===== src/hdl/ptbt_pkg.sv =====
`default_nettype none
package ptbt_pkg;

	localparam int CoordBits      = 24;
	localparam int WeightFracBits = 16;
	localparam int WeightBits     = WeightFracBits + 1;
	localparam int TolBits        = 16;
	localparam int DiffBits       = CoordBits + 1;
	localparam int CrossBits      = 2 * DiffBits + 1;
	localparam int LoBits         = (CrossBits + 1) / 2;
	localparam int MulABits       = LoBits + 1;
	localparam int MulBBits       = DiffBits;
	localparam int ProdBits       = MulABits + MulBBits;
	localparam int DotBits        = CrossBits + CoordBits + 2;
	localparam int RemBits        = DotBits + 1;
	localparam int SumBits        = WeightBits + 2;
	localparam int QDepth         = 2;
	localparam int PtrBits        = 1;
	localparam int StepBits       = 4;

	localparam logic [StepBits-1:0] StepDiff     = 4'd0;
	localparam logic [StepBits-1:0] StepDotFirst = 4'd7;
	localparam logic [StepBits-1:0] StepDotLast  = 4'd12;
	localparam logic [StepBits-1:0] StepStore    = 4'd14;
	localparam logic [1:0]          SlotLimit    = 2'd3;
	localparam logic [1:0]          PointSel     = 2'd3;
	localparam logic [1:0]          LastDot      = 2'd3;
	localparam logic [1:0]          LastWeight   = 2'd2;
	localparam logic [TolBits-1:0]  TolReset     = 16'd16;

	typedef enum logic [1:0] {
		CMD_VERTEX = 2'd0,
		CMD_NORMAL = 2'd1,
		CMD_QUERY  = 2'd2
	} cmd_t;

	typedef enum logic [1:0] {
		OP_VERTEX,
		OP_NORMAL,
		OP_QUERY
	} op_t;

	typedef struct packed {
		op_t                          op;
		logic [1:0]                   slot;
		logic signed [CoordBits-1:0]  x;
		logic signed [CoordBits-1:0]  y;
		logic signed [CoordBits-1:0]  z;
	} word_t;

	typedef enum logic [2:0] {
		ST_IDLE,
		ST_DOT,
		ST_DIV_START,
		ST_DIV_WAIT,
		ST_SUM,
		ST_OUT
	} state_t;

	typedef enum logic [2:0] {
		ACC_NONE,
		ACC_CROSS_ADD,
		ACC_CROSS_SUB,
		ACC_DOT_LO,
		ACC_DOT_HI
	} acc_t;

	typedef struct packed {
		logic               start;
		logic [DotBits-1:0] num;
		logic [DotBits-1:0] den;
	} div_req_t;

	typedef struct packed {
		logic                  done;
		logic [WeightBits-1:0] quo;
	} div_rsp_t;

endpackage
`default_nettype wire


===== src/hdl/ptbt_div.sv =====
`default_nettype none
module ptbt_div (
	input  wire logic               clk,
	input  wire logic               arst_n,
	input  wire ptbt_pkg::div_req_t req,
	output ptbt_pkg::div_rsp_t      rsp
);

	localparam int CntBits = $clog2(ptbt_pkg::WeightBits);

	logic                               busy_q;
	logic                               done_q;
	logic [CntBits-1:0]                 cnt_q;
	logic [ptbt_pkg::RemBits-1:0]       rem_q;
	logic [ptbt_pkg::DotBits-1:0]       den_q;
	logic [ptbt_pkg::WeightBits-1:0]    quo_q;
	logic [ptbt_pkg::RemBits-1:0]       trial;
	logic [ptbt_pkg::RemBits-1:0]       rem_next;
	logic                               ge;

	always_comb begin
		trial = (cnt_q == '0) ? rem_q : (rem_q << 1);
		ge = (trial >= ptbt_pkg::RemBits'(den_q));
		rem_next = ge ? (trial - ptbt_pkg::RemBits'(den_q)) : trial;
	end

	always_ff @(posedge clk or negedge arst_n) begin
		if (!arst_n) begin
			busy_q <= 1'b0;
			done_q <= 1'b0;
			cnt_q <= '0;
		end else begin
			done_q <= 1'b0;
			if (req.start) begin
				busy_q <= 1'b1;
				cnt_q <= '0;
			end else if (busy_q) begin
				cnt_q <= cnt_q + 1'b1;
				if (cnt_q == CntBits'(ptbt_pkg::WeightBits - 1)) begin
					busy_q <= 1'b0;
					done_q <= 1'b1;
				end
			end
		end
	end

	always_ff @(posedge clk) begin
		if (req.start) begin
			rem_q <= ptbt_pkg::RemBits'(req.num);
			den_q <= req.den;
			quo_q <= '0;
		end else if (busy_q) begin
			rem_q <= rem_next;
			quo_q <= {quo_q[ptbt_pkg::WeightBits-2:0], ge};
		end
	end

	assign rsp.done = done_q;
	assign rsp.quo = quo_q;

endmodule
`default_nettype wire


===== config.mk =====
export PLATFORM = sky130hd
export DESIGN_NAME = ptbt_div
export DESIGN_NICKNAME = d
export VERILOG_FILES = /design/src/hdl/ptbt_pkg.sv /design/src/hdl/ptbt_div.sv
export SDC_FILE = /design/constraint.sdc
export NUM_CORES = 1
export LEC_CHECK = 0
export BUFFER_PORTS_ARGS = -buffer_cell sky130_fd_sc_hd__clkbuf_2
export CORE_MARGIN = 2
export CORE_UTILIZATION = 28
export DETAILED_ROUTE_END_ITERATION = 6
export PLACE_DENSITY = 0.51
export SLEW_MARGIN = 25
export SYNTH_ARGS = -nofsm -noshare
export SYNTH_HDL_FRONTEND = slang
export SYNTH_SLANG_ARGS = --single-unit

===== constraint.sdc =====
create_clock -name clk -period 4.6 [get_ports clk]
set_input_delay 0.69 -clock clk [delete_from_list [all_inputs] [get_ports clk]]
set_output_delay 0.69 -clock clk [all_outputs]
set_load 0.005 [all_outputs]

==> run summary <==
Global routing consumed, on the met2 layer, between 20% and 30% of the routing resources. The most frequent standard cell in the layout excluding fill and tap cells is sky130_fd_sc_hd__buf_4. The clock root buffer is sky130_fd_sc_hd__clkbuf_16. On the critical path, the stage with the largest delay is an instance of sky130_fd_sc_hd__a2111oi_4. The layer flagged by global routing as most heavily used is met2. The minimum clock period is between 4 and 5 ns. The mean instance size in the synthesized netlist came out at ~9.1 µm².

The cell leakage power came out at just over 8 nW. The data arrival time of the critical path came out at 4.84 ns. The final number of hold-violating endpoints is 0.

The total clock sinks is around 180. The primary flip-flop cell chosen by synthesis mapping is sky130_fd_sc_hd__edfxtp_1. Global routing used about a quarter of the available met1 tracks. STA classifies the critical path endpoint as a flip-flop.

The flow ran to the end, but the final reports show violations. Max-cap violations in this run came to 0. The area share of the largest cell type after synthesis is a little over a third.

The type of the setup path with the least slack is reg -> reg. Of all cell types, the one taking the most synthesized area is sky130_fd_sc_hd__edfxtp_1. In the layout the commonest cells are sky130_fd_sc_hd__buf_4, sky130_fd_sc_hd__clkbuf_2, sky130_fd_sc_hd__edfxtp_1. The largest clock skew in the final design is 0.01226 ns. The cell area that synthesis handed to floorplanning was ~13000 µm². The DRC violations left is 9.

By area the synthesized netlist is led by sky130_fd_sc_hd__edfxtp_1, sky130_fd_sc_hd__ha_1, sky130_fd_sc_hd__mux2_2, sky130_fd_sc_hd__a21oi_1, sky130_fd_sc_hd__nor2_1. The peak ir drop on the vdd network came out at about 0.37 mV. The final setup violation count is 0.

The largest net degree at the start of global routing is a little under 80. TritonCTS built the clock tree. Counting every net in the synthesized netlist gives roughly 1700. The region available for standard cell placement spans about 47000 µm². The largest fanout of any net on the critical path came out at 6. The final antenna diode count is 0. The wire length reported by the detailed router is 43410 µm. The count of state elements after synthesis is 179. The total power density per cell area is about 800 nW/µm². The post-synthesis instance total came out at 1462. Dividing the detail-routed via count by the number of cells gives between 4 and 5. The H-tree was split into 4 levels. The accumulated negative setup slack is 0 ns. The die is 221.7 µm wide. The net count of the finished layout is just over 2000. For this run, the number of Yosys warnings is 0. After clock tree synthesis, the clock-pin slew on the worst setup and hold paths is ~0.08 ns.

By instance count, the cell type seen most on the critical path is sky130_fd_sc_hd__buf_4. The pre-antenna-repair detailed-routing pass consisted of 7 iterations. The largest buffer count on any clock path came out at 2. The number of core rows is 79. The via count of the first global-routing pass came out at around 12000. The global-route wire length before repair came out at a little under 70000 µm. The number of distinct standard cells referenced by the synthesized netlist came out at 74. For this design the top-level I/O count stands at approximately 180. The worst slew margin relative to its limit came out at 54.09%. The number of slew-limit violations in the final report is 0.

The initial standard-cell utilization of the core came out at between 20% and 30%. The slew at the pin closest to its max-slew limit is 0.6887 ns. The iteration-0 DRC count of the detailed router is approximately 860. For this run, asynchronously set or reset flops after synthesis account for ~3.9%. The number of antenna violations at the first check in global routing is 0. The final worst-path cycle share came out at between 90% and 100%.

The die area came out at between 40000 and 50000 µm². The min-delay analysis places its worst path in the category in -> reg. The sort of element at the start of the critical path is a flip-flop. The placer congestion estimate is slightly below 0.9. The share of final-layout standard cells stronger than drive strength 1 came out at about two fifths. The overall global routing resource usage came out at between 10% and 20%.

The checks that failed: DRC. The met3 layer usage reported by global route came out at about 3.6%. The synthesized design contains 154 enable-type register cells.

Once detail routing completed, the nets flagged for antenna violations numbered 0. Static timing analysis puts the maximum clock frequency at between 0.2 and 0.25 GHz. The total overflow reported by the global router is 0. The number of I/O port buffers is 174. The total via count after detailed routing is about 12000.

The area growth from synthesis to layout came out at 39.77%. The detailed placer's ending HPWL came out at roughly 33000 µm. The routed length per placed instance came out at 17.70 µm. Setup repair after global routing could not meet its margin everywhere. The sequential fraction of the synthesis area is around 39%. The overall power is between 0.01 and 0.015 W. The required time reported for the critical path endpoint is 4.84 ns. Buffers inserted during clock tree synthesis total 17. On the worst path, the slowest cell contributes a delay of roughly 0.46 ns. Walking the worst path, the cells encountered are inv_1 -> ha_2 -> nor4b_4 -> buf_6 -> buf_12 -> buf_16 -> mux2_2 -> ha_4 -> and4_4 -> o2bb2ai_1 -> a31o_4 -> buf_4 -> o41ai_4 -> buf_4 -> o21ai_4 -> a2111oi_4 -> nor2_4 -> buf_4 -> a211oi_2 -> a31o_2 -> a21oi_1. At the later pin of the worst-skew pair, clock insertion delay measures just under 0.5 ns.

Measured along the y axis, the die boundary spans roughly 220 µm.
-- per-layer routing --
layer	routed length (µm)	share of wire, %	vias up
met2	19170	44	268
met4	1121	2.6	0
li1	-	-	6033
met5	0	0	-
met1	21170	49	5740
met3	1947	4.5	53
-- worst paths after layout --
| kind | start | end | slack, ns | depth (start not counted) |
|---|---|---|---|---|
| max in group asynchronous | arst_n | cnt_q[1] | 3.83 | 2 |
| min in group asynchronous | arst_n | done_q | 0.60 | 2 |
| hold reg to reg | quo_q[16] | quo_q[16] | 0.50 | 2 |
| hold / removal | req[12] | den_q[12] | 0.37 | 1 |
| setup / recovery | cnt_q[0] | rem_q[72] | 0.0009 | 21 |
| setup reg to reg | cnt_q[0] | rem_q[72] | 0.0009 | 21 |
-- where the power goes --
group          internal [W]  switching, W  leakage, nW
Combinational       0.00537       0.00537         5.99
Sequential          0.00233      0.000239         1.78
Clock              0.000822      0.000719        0.287
Total               0.00853       0.00633         8.06
-- synthesized netlist by cell type (13+ instances only) --
master,number
sky130_fd_sc_hd__mux2_2,80
sky130_fd_sc_hd__a211oi_1,13
sky130_fd_sc_hd__o21bai_1,16
sky130_fd_sc_hd__xnor2_1,43
sky130_fd_sc_hd__a21o_1,45
sky130_fd_sc_hd__nor2_1,141
sky130_fd_sc_hd__nor3_1,15
sky130_fd_sc_hd__mux2i_1,35
sky130_fd_sc_hd__dfxtp_1,18
sky130_fd_sc_hd__edfxtp_1,154
sky130_fd_sc_hd__inv_1,98
sky130_fd_sc_hd__buf_2,16
sky130_fd_sc_hd__nand4_1,37
sky130_fd_sc_hd__o21ai_0,92
sky130_fd_sc_hd__o21a_1,15
sky130_fd_sc_hd__xor2_1,27
sky130_fd_sc_hd__a21oi_1,159
sky130_fd_sc_hd__ha_1,79
sky130_fd_sc_hd__clkbuf_1,64
sky130_fd_sc_hd__nand3_1,24
sky130_fd_sc_hd__nand2_1,136
-- sequential cells by signal (all words and copies together), names as in the netlist --
register / cells
rem_q: 78
busy_q: 1
den_q: 77
cnt_q: 5
quo_q: 17
done_q: 1
-- worst max-delay path, delay by kind of cell, from the launching register on --
kind	cells	cell delay (ns)
buf+inv	7	1.02
simple gates	3	0.56
mux	1	0.37
flops	1	0.38
fa+ha+maj	2	0.41
compound gates	8	1.61
-- stage by stage --
| stage | instances | util (%) | cell area [µm²] | hold slack (ns) | setup slack [ns] |
|---|---|---|---|---|---|
| after floorplan | 1462 | - | 13290 | 0.3944 | 0.001170 |
| after global placement | 2391 | 35.29 | 16460 | 0.4747 | -0.5176 |
| after detailed placement | 2391 | 35.29 | 16460 | 0.4820 | -0.5125 |
| after global routing | 2452 | 39.77 | 18560 | 0.3387 | -0.2006 |
| after CTS | 2441 | 38.63 | 18020 | 0.3195 | -0.01922 |
| final | 2452 | 39.77 | 18560 | 0.3688 | 0.0008686 |
-- cells by family (layout without fill, tap and decap cells) --
kind of cell	Yosys count	in the layout	synth area share, %
adder cells (fa/ha/maj)	80	80	7.597
AND/OR/NAND/NOR	417	417	14.37
buffers and inverters	192	575	5.834
XOR/XNOR	70	70	4.618
AO/OA/AOI/OAI	409	409	19.28
flip-flops	179	179	38.87
multiplexers	115	115	9.425
-- repair_timing --
item,in CTS,in global routing
gates resized for setup,130,111
buffers inserted,14,7
pin swaps,33,39
hold endpoints to repair,7,0
cloned,3,5
setup endpoints to repair,79,78
hold buffers,1,0
-- final cells by class --
class / instances / area (µm²)
clock buffers: 19 / 442.9
clock inverters: 13 / 146.4
fillers: 4746 / 28100
inverters: 100 / 385.4
multi-input cells: 1091 / 8342
flip-flops and latches: 179 / 5160
well taps: 607 / 759.5
repair buffers: 443 / 3319
Power figures use the tool's default switching activity.
