[config.mk]
export PLATFORM = sky130hd
export DESIGN_NAME = ptbt_fifo
export DESIGN_NICKNAME = d
export VERILOG_FILES = /design/src/hdl/ptbt_pkg.sv /design/src/hdl/ptbt_fifo.sv
export SDC_FILE = /design/constraint.sdc
export NUM_CORES = 1
export LEC_CHECK = 0
export ABC_CLOCK_PERIOD_IN_PS = 9600
export BUFFER_PORTS_ARGS = -buffer_cell sky130_fd_sc_hd__buf_2
export CORE_AREA = 2 2 126 128
export DETAILED_ROUTE_END_ITERATION = 8
export DIE_AREA = 0 0 128 130
export SYNTH_ARGS = -nofsm -noshare
export SYNTH_HDL_FRONTEND = slang
export SYNTH_SLANG_ARGS = --single-unit
[constraint.sdc]
create_clock -name clk -period 9.6 [get_ports clk]
set_input_delay 0.48 -clock clk [delete_from_list [all_inputs] [get_ports clk]]
set_output_delay 0.48 -clock clk [all_outputs]
set_load 0.1 [all_outputs]
[src/hdl/ptbt_pkg.sv]
`default_nettype none
package ptbt_pkg;

	localparam int CoordBits      = 24;
	localparam int WeightFracBits = 16;
	localparam int WeightBits     = WeightFracBits + 1;
	localparam int TolBits        = 16;
	localparam int DiffBits       = CoordBits + 1;
	localparam int CrossBits      = 2 * DiffBits + 1;
	localparam int LoBits         = (CrossBits + 1) / 2;
	localparam int MulABits       = LoBits + 1;
	localparam int MulBBits       = DiffBits;
	localparam int ProdBits       = MulABits + MulBBits;
	localparam int DotBits        = CrossBits + CoordBits + 2;
	localparam int RemBits        = DotBits + 1;
	localparam int SumBits        = WeightBits + 2;
	localparam int QDepth         = 2;
	localparam int PtrBits        = 1;
	localparam int StepBits       = 4;

	localparam logic [StepBits-1:0] StepDiff     = 4'd0;
	localparam logic [StepBits-1:0] StepDotFirst = 4'd7;
	localparam logic [StepBits-1:0] StepDotLast  = 4'd12;
	localparam logic [StepBits-1:0] StepStore    = 4'd14;
	localparam logic [1:0]          SlotLimit    = 2'd3;
	localparam logic [1:0]          PointSel     = 2'd3;
	localparam logic [1:0]          LastDot      = 2'd3;
	localparam logic [1:0]          LastWeight   = 2'd2;
	localparam logic [TolBits-1:0]  TolReset     = 16'd16;

	typedef enum logic [1:0] {
		CMD_VERTEX = 2'd0,
		CMD_NORMAL = 2'd1,
		CMD_QUERY  = 2'd2
	} cmd_t;

	typedef enum logic [1:0] {
		OP_VERTEX,
		OP_NORMAL,
		OP_QUERY
	} op_t;

	typedef struct packed {
		op_t                          op;
		logic [1:0]                   slot;
		logic signed [CoordBits-1:0]  x;
		logic signed [CoordBits-1:0]  y;
		logic signed [CoordBits-1:0]  z;
	} word_t;

	typedef enum logic [2:0] {
		ST_IDLE,
		ST_DOT,
		ST_DIV_START,
		ST_DIV_WAIT,
		ST_SUM,
		ST_OUT
	} state_t;

	typedef enum logic [2:0] {
		ACC_NONE,
		ACC_CROSS_ADD,
		ACC_CROSS_SUB,
		ACC_DOT_LO,
		ACC_DOT_HI
	} acc_t;

	typedef struct packed {
		logic               start;
		logic [DotBits-1:0] num;
		logic [DotBits-1:0] den;
	} div_req_t;

	typedef struct packed {
		logic                  done;
		logic [WeightBits-1:0] quo;
	} div_rsp_t;

endpackage
`default_nettype wire

[src/hdl/ptbt_fifo.sv]
`default_nettype none
module ptbt_fifo (
	input  wire logic            clk,
	input  wire logic            arst_n,
	input  wire logic            push,
	input  wire ptbt_pkg::word_t wdata,
	output logic                 full,
	input  wire logic            pop,
	output ptbt_pkg::word_t      rdata,
	output logic                 empty
);

	ptbt_pkg::word_t mem_q [ptbt_pkg::QDepth];
	logic [ptbt_pkg::PtrBits-1:0] wr_ptr_q;
	logic [ptbt_pkg::PtrBits-1:0] rd_ptr_q;
	logic [ptbt_pkg::PtrBits:0]   cnt_q;
	logic do_push;
	logic do_pop;

	assign full = (cnt_q == (ptbt_pkg::PtrBits+1)'(ptbt_pkg::QDepth));
	assign empty = (cnt_q == '0);
	assign do_push = push && !full;
	assign do_pop = pop && !empty;
	assign rdata = mem_q[rd_ptr_q];

	always_ff @(posedge clk) begin
		if (do_push) begin
			mem_q[wr_ptr_q] <= wdata;
		end
	end

	always_ff @(posedge clk or negedge arst_n) begin
		if (!arst_n) begin
			wr_ptr_q <= '0;
			rd_ptr_q <= '0;
			cnt_q <= '0;
		end else begin
			if (do_push) wr_ptr_q <= wr_ptr_q + 1'b1;
			if (do_pop) rd_ptr_q <= rd_ptr_q + 1'b1;
			if (do_push && !do_pop) cnt_q <= cnt_q + 1'b1;
			else if (!do_push && do_pop) cnt_q <= cnt_q - 1'b1;
		end
	end

endmodule
`default_nettype wire

==> results of run 1 <==
[final cells by class]
class	instances	area share, %
sequential	156	62.33
inverter	2	0.1002
timing repair buffer	160	10.83
multi-input combinational	89	14.28
clock buffer	17	5.680
clock inverter	15	3.575
tap	192	3.207
[sequential cells by signal, indices dropped and copies added, names as in the netlist]
signal    count
cnt_q         2
mem_q       152
rd_ptr_q      1
wr_ptr_q      1
[cell families (layout without fill, tap and decap cells)]
group / count (synthesis) / count (layout) / share of synthesized area (%)
AOI/OAI and AO/OA: 1 / 1 / 0.08596
xor gates and xnor gates: 5 / 5 / 0.7530
adders and majority gates: 1 / 1 / 0.2151
buffers and inverters: 11 / 194 / 1.635
DFF: 156 / 156 / 80.19
muxes: 76 / 76 / 16.65
and+or+nand+nor: 6 / 6 / 0.4733
[worst register-to-register path: cells and delay by family (launching register included)]
kind	cells	cell delay, ns
flops	1	0.42
buf+inv	1	0.63
simple gates	3	1.15
[worst paths after layout]
kind	endpoint	slack (ns)	depth (start not counted)	from
max	rdata[54]	6.48	3	rd_ptr_q
min	mem_q[0][57]	0.25	1	wdata[57]
max reg2reg	mem_q[0][69]	6.97	4	cnt_q[0]
min reg2reg	cnt_q[1]	0.52	1	cnt_q[1]
max in group asynchronous	rd_ptr_q	9.04	2	arst_n
min in group asynchronous	wr_ptr_q	0.41	2	arst_n
[synthesized netlist by cell type]
library cell,instances,share of area [%]
sky130_fd_sc_hd__dfrtp_1,4,1.7
sky130_fd_sc_hd__mux2_2,46,8.9
sky130_fd_sc_hd__o21ai_0,1,0.086
sky130_fd_sc_hd__mux2_4,30,7.7
sky130_fd_sc_hd__buf_6,2,0.39
sky130_fd_sc_hd__and3_1,1,0.11
sky130_fd_sc_hd__buf_2,4,0.34
sky130_fd_sc_hd__nand2b_1,1,0.11
sky130_fd_sc_hd__inv_1,2,0.13
sky130_fd_sc_hd__ha_1,1,0.22
sky130_fd_sc_hd__buf_8,3,0.77
sky130_fd_sc_hd__nor2_1,3,0.19
sky130_fd_sc_hd__xor2_1,2,0.30
sky130_fd_sc_hd__edfxtp_1,152,78
sky130_fd_sc_hd__nand2_1,1,0.064
sky130_fd_sc_hd__xnor2_1,3,0.45
[per-stage QoR]
step / std cells / hold WS, ns / area [um^2] / setup slack [ns] / util [%]
5_1_grt: 631 / 0.2216 / 7490 / 6.344 / 48.56
6_report: 631 / 0.2458 / 7490 / 6.482 / 48.56
4_1_cts: 631 / 0.2202 / 7490 / 6.407 / 48.56
3_5_place_dp: 598 / 0.2960 / 6787 / 6.872 / 44.00
2_1_floorplan: 256 / 0.1844 / 5817 / 5.274 / -
3_3_place_gp: 598 / 0.2915 / 6787 / 6.888 / 44.00
[metal layers]
layer  share of wire (%)  track usage, %  vias up  routed length [um]
li1                    -               -     1351                   -
met2                  50           21.14      104                5164
met3                 6.4           5.207       16                 657
met5                   0               0        -                   0
met4                 1.8           5.947        0                 180
met1                  42           13.87     1451                4264
==> results list, run 1 <==
* Number of DRC violations after detailed-routing iteration 0: roughly 190
- Across the run, the number of max-cap violations was 0.
- Number of gates resized after CTS: 0
* Wire length of the first global-routing pass: ~15 mm
* Die Height: 130 um
- Of all nets on the critical path, the largest fanout is 40.
* Total of buffers placed on input and output ports: 157
- Register area share after synthesis: 80.19%
- Fraction of layout instances using a drive strength above 1: just over 60%
* Seq. cell area: 4668 um^2
- Clock tree synthesis inserted a total of 17 buffers.
- After synthesis the cells add up to around 5800 um^2.
* Overall Global Routing Usage: between 10% and 20%
- Dividing the final minimum period by the clock period gives 32.48%.
- Antenna cells: 0
- The cell sitting at the root of the clock tree is a sky130_fd_sc_hd__clkbuf_16.
* Clock edge transition at the registers on the reported setup and hold paths: 0.06 ns
- Max Fclk: ~0.32 GHz
* Worst-skew pair later-pin latency: 0.42 ns
* Mean Syn Cell Area: about 23 um^2
- Maximum count of clock buffers along a single path: 2
- FF+latch count, synth: 156
- The number of antenna violations at the first check in global routing is 0.
- The smallest clock period supported by the final layout is computed as approximately 3.1 ns.
* Drt total wl: 10.27 mm
* Synthesized netlist cell count: ~260
* Total negative setup slack: 0 ns
- The min-delay analysis places its worst path in the category in2reg.
- The critical path goes through buf_4 > mux2_2 > buf_2.
- Fill count: approximately 1400
* Kind of cell adding the most delay to the critical path: buffers and inverters
* Critical Path Source Type: flop
* Half-perimeter wire length of the detailed placement result: between 6 and 7 mm
- Count of final setup violators: 0
- Critical-path top delay cell: sky130_fd_sc_hd__dfrtp_4
- The pre-antenna-repair detailed-routing pass consisted of 4 iterations.
* Total clock sinks: 156
* Transition time at the pin with the least slew margin: 1.098 ns
- The netlist uses 16 different library cells.
* Remaining Overflow, GRT: 0
- Post-CTS setup repair buffer count: 0
* Capturing element type of the critical path: primary output
- H-Tree Depth: 4
- The number of buffers and inverters on the critical path is 2.
* Maximum number of pins on one net before global-route repair: 77
- The max-slew violation count came to 0.
- Vias per Instance: ~4.6
* Synthesis warning total: 0
- Setup Crit Path Kind: reg2out
- Result of the run: completed
- In this run the tightest slew margin relative to its limit is a little over a quarter.
- Commonest cells after routing, fill and taps aside: 157 x sky130_fd_sc_hd__buf_2, 152 x sky130_fd_sc_hd__edfxtp_1, 46 x sky130_fd_sc_hd__mux2_2, 30 x sky130_fd_sc_hd__mux2_4, 17 x sky130_fd_sc_hd__clkbuf_16
- GPL Wtd Cong: slightly below 0.7
- In this run the core area contains 46 standard-cell rows.
- CP Data Arrival Time: ~2.6 ns
- In the final layout, the multi-input gates occupy about 1100 um^2.
- Area growth from synthesis to layout: 28.76%
* Post-CTS Hold Fix Bufs: 1
* Final count of hold timing violations: 0
- At the worst endpoint, the required time is between 9 and 10 ns.
- The net count of the finished layout is 507.
* Layout Skew: 0.003708 ns
- Unrepaired setup endpoints after global routing: no
- The initial utilization of the core area, before any placement, comes to 37.71%.
- In the routed design, unresolved DRC markers number 0.
- Counting every net in the synthesized netlist gives between 300 and 400.
* Most common library cell in the layout ignoring fill and taps: sky130_fd_sc_hd__buf_2
- I/O pin total: between 150 and 200
- Critical Path Max Stage Delay: about 0.77 ns
- The via count of the first global-routing pass came to between 3000 and 4000.
- Vias after detailed routing: ~3000
* Horiz. Die Dim: around 130 um
- In the final routed layout, each cell accounts on average for between 15 and 20 um.
- Count of antenna-violating nets left after detailed routing: 0
- Placeable core region: ~15000 um^2
- The die covers 16640 um^2.
- CTS tree: built
Power of run 1 is left out: the tool's default activity adds up to more than one toggle a clock period on the data nets, which glitch-free logic cannot reach.
==> run 2, diff against run 1 <==
- ABC_CLOCK_PERIOD_IN_PS: 9600 -> 3200
- clock period: 9.6 -> 3.2 ns (I/O delays scaled with it)
==> run 2 against run 1 <==
Final cell count rose by 13%. Global-route usage rose by 0.51 points. Critical endpoint is now rdata[68]. Non-clock buffer count rose by 79.
==> results list, run 2 (synthesis gave the netlist of run 1 again) <==
* Antenna cells: 0 (unchanged)
* Kind of cell adding the most delay to the critical path: flip-flops
* Total placed instance area: 6834 um^2 (+0.70%)
* Overall Global Routing Usage: 13.04% (+0.51 points)
* Cell breakdown of the critical path: buf_12 > mux2_2 > buf_2
- The number of core rows is 46 (unchanged).
- The cell depth of the worst setup path was 3 (unchanged).
- Final worst path period share: between 70% and 80%
* Fin. max-slew vios: 0 (unchanged)
- Initial Util: 37.71% (unchanged)
* Setup Crit Path Kind: reg2out
- The count of filler cells inserted in the layout is 1266 (-7.0%).
- The clock transition at the registers of the reported paths was 0.06 ns (about the same).
- The layout cell share with drive strength beyond 1 was 51.74% (-9.3 points).
- Placeable core region: 15420 um^2 (unchanged)
- Relative to the synthesized area, the layout overhead comes to 41.19%.
* Total negative setup slack: 0 ns (unchanged)
* Critical Path Max Stage Delay: 0.86 ns (+0.09 ns)
- The deepest clock path buffer count is 2 (unchanged).
* Vias per Instance: 4.430 (-4.3%)
* Endpoint of the most critical register-to-register path: mem_q[1][3]
- The largest registers in the layout are mem_q (152), cnt_q (2).
* CTS tree: built
- Antenna violations before repair: 0 (unchanged)
- The path class of the tightest hold or removal check is in2async.
* Total clock sinks: 156 (unchanged)
* Multi-input combinational cell area: 1070 um^2 (unchanged)
- The number of violations of the max-capacitance limit was 0 (unchanged).
* I/O pin total: 158 (unchanged)
- Non-Filler Cell Area, Final: 8213 um^2 (+9.7%)
- The required time of the worst setup path was 3.04 ns (-6.08 ns).
* Worst R2R Start: cnt_q[0]
- The global-route wire length before repair was 16.10 mm (+5.2%).
- Vias after detailed routing: 3145 (+7.6%)
- Maximum number of pins on one net before global-route repair: 46 (-40%)
- Post-CTS setup repair buffer count: 0 (unchanged)
* Final count of hold timing violations: 0 (unchanged)
- In the layout the commonest cells are 157 x sky130_fd_sc_hd__buf_2, 152 x sky130_fd_sc_hd__edfxtp_1, 77 x sky130_fd_sc_hd__dlygate4sd3_1, 46 x sky130_fd_sc_hd__mux2_2, 30 x sky130_fd_sc_hd__mux2_4.
* Critical Path Source Type: flop
- Setup repair after global routing left no endpoint under its margin.
- Result of the run: completed
- The library cell used most frequently in the layout, excluding fill and tap cells, is sky130_fd_sc_hd__buf_2.
- The clock network latency to the later pin of the worst-skew pair is 0.41 ns (about the same).
- Worst slew margin: 55.59% (+29 points)
* Max Fclk: between 0.4 and 0.5 GHz
* Capturing element type of the critical path: primary output
* Drt total wl: 10.67 mm (+4.0%)
* Layout Nets: 586 (+16%)
- The footprint of the flip-flops and latches came to 4668 um^2 (unchanged).
* Count of antenna-violating nets left after detailed routing: 0 (unchanged)
- The transition time at the pin with the least slew margin is 0.6662 ns (-0.4321 ns).
* DR pass1 iterations: 4 (unchanged)
- The die extent in x was 128 um (unchanged).
- The routed wire length per instance is 15.03 um (-7.6%).
- The residual overflow from global routing came to 0 (unchanged).
* Die Height: 130 um (unchanged)
* Number of design rule violations left after detail routing: 0 (unchanged)
- GPL Wtd Cong: 0.6763 (-1.9%)
* Total of buffers placed on input and output ports: 157 (unchanged)
- The length in cells of the worst reg-to-reg path came to 3 (-1).
- Worst reg2reg setup slack: 1.41 ns (-5.56 ns)
* Floorplan die area: 16640 um^2 (unchanged)
* Count of final setup violators: 0 (unchanged)
- Inserted Clock Buffers: 17 (unchanged)
- The highest net fanout along the worst path came to 40 (unchanged).
- The via count of the first global-routing pass is 3281 (+7.5%).
- The final HPWL from detailed placement came to 6.596 mm (+1.6%).
* H-Tree Depth: 4 (unchanged)
- CP Data Arrival Time: 2.24 ns (-0.40 ns)
* Number of DRC violations after detailed-routing iteration 0: 120 (-38%)
* Critical-path top delay cell: sky130_fd_sc_hd__dfrtp_4
* Layout Skew: 0.004241 ns (+0.0005333 ns)
- CP Buf/Inv Count: 2 (unchanged)
* Time the final worst path needs with I/O delays and setup: approximately 2.4 ns
- The flip-flop count of the largest register after layout came to 152 (unchanged).
* Largest register by flop count: mem_q
- Clock Tree Root: sky130_fd_sc_hd__clkbuf_16
[run 2: layout make-up]
class	count	share of cell area, %
flip-flops and latches	156	56.84
clock inverters	6	1.325
clock buffers	26	6.079
repair buffers	239	19.71
inverters	2	0.09141
well taps	192	2.925
multi-input cells	89	13.03
[run 2: worst max path at each step]
stage	end	start	slack [ns]
after floorplan	mem_q[0][0]	cnt_q[0]	0.15
after global placement	rdata[47]	rd_ptr_q	1.21
after detailed placement	rdata[47]	rd_ptr_q	1.18
after CTS	rdata[47]	rd_ptr_q	0.71
after global routing	rdata[15]	rd_ptr_q	0.69
final	rdata[68]	rd_ptr_q	0.80
[run 2: what timing repair did]
item | in CTS | in global routing
resized for setup | 0 | 0
endpoints found under the hold margin | 156 | 0
hold buffers | 77 | 0
[run 2: metrics by stage]
stage	setup slack (ns)	hold WS (ns)	std cells	utilization (%)
floorplan	0.1480	-0.1356	256	-
global placement	1.211	-0.02911	601	44.31
detailed placement	1.182	-0.02650	601	44.31
CTS	0.7142	0.06566	710	53.24
global route	0.6923	0.09865	710	53.24
finish	0.7972	0.1014	710	53.24
[run 2: layer usage]
layer	track usage, %	vias to the layer above	part of all wire, %
met1	15.18	1525	43
met3	5.125	11	5.3
met5	0	-	0
li1	-	1510	-
met4	5.107	0	1.4
met2	21.89	99	51
Power of run 2 is left out for the same reason.
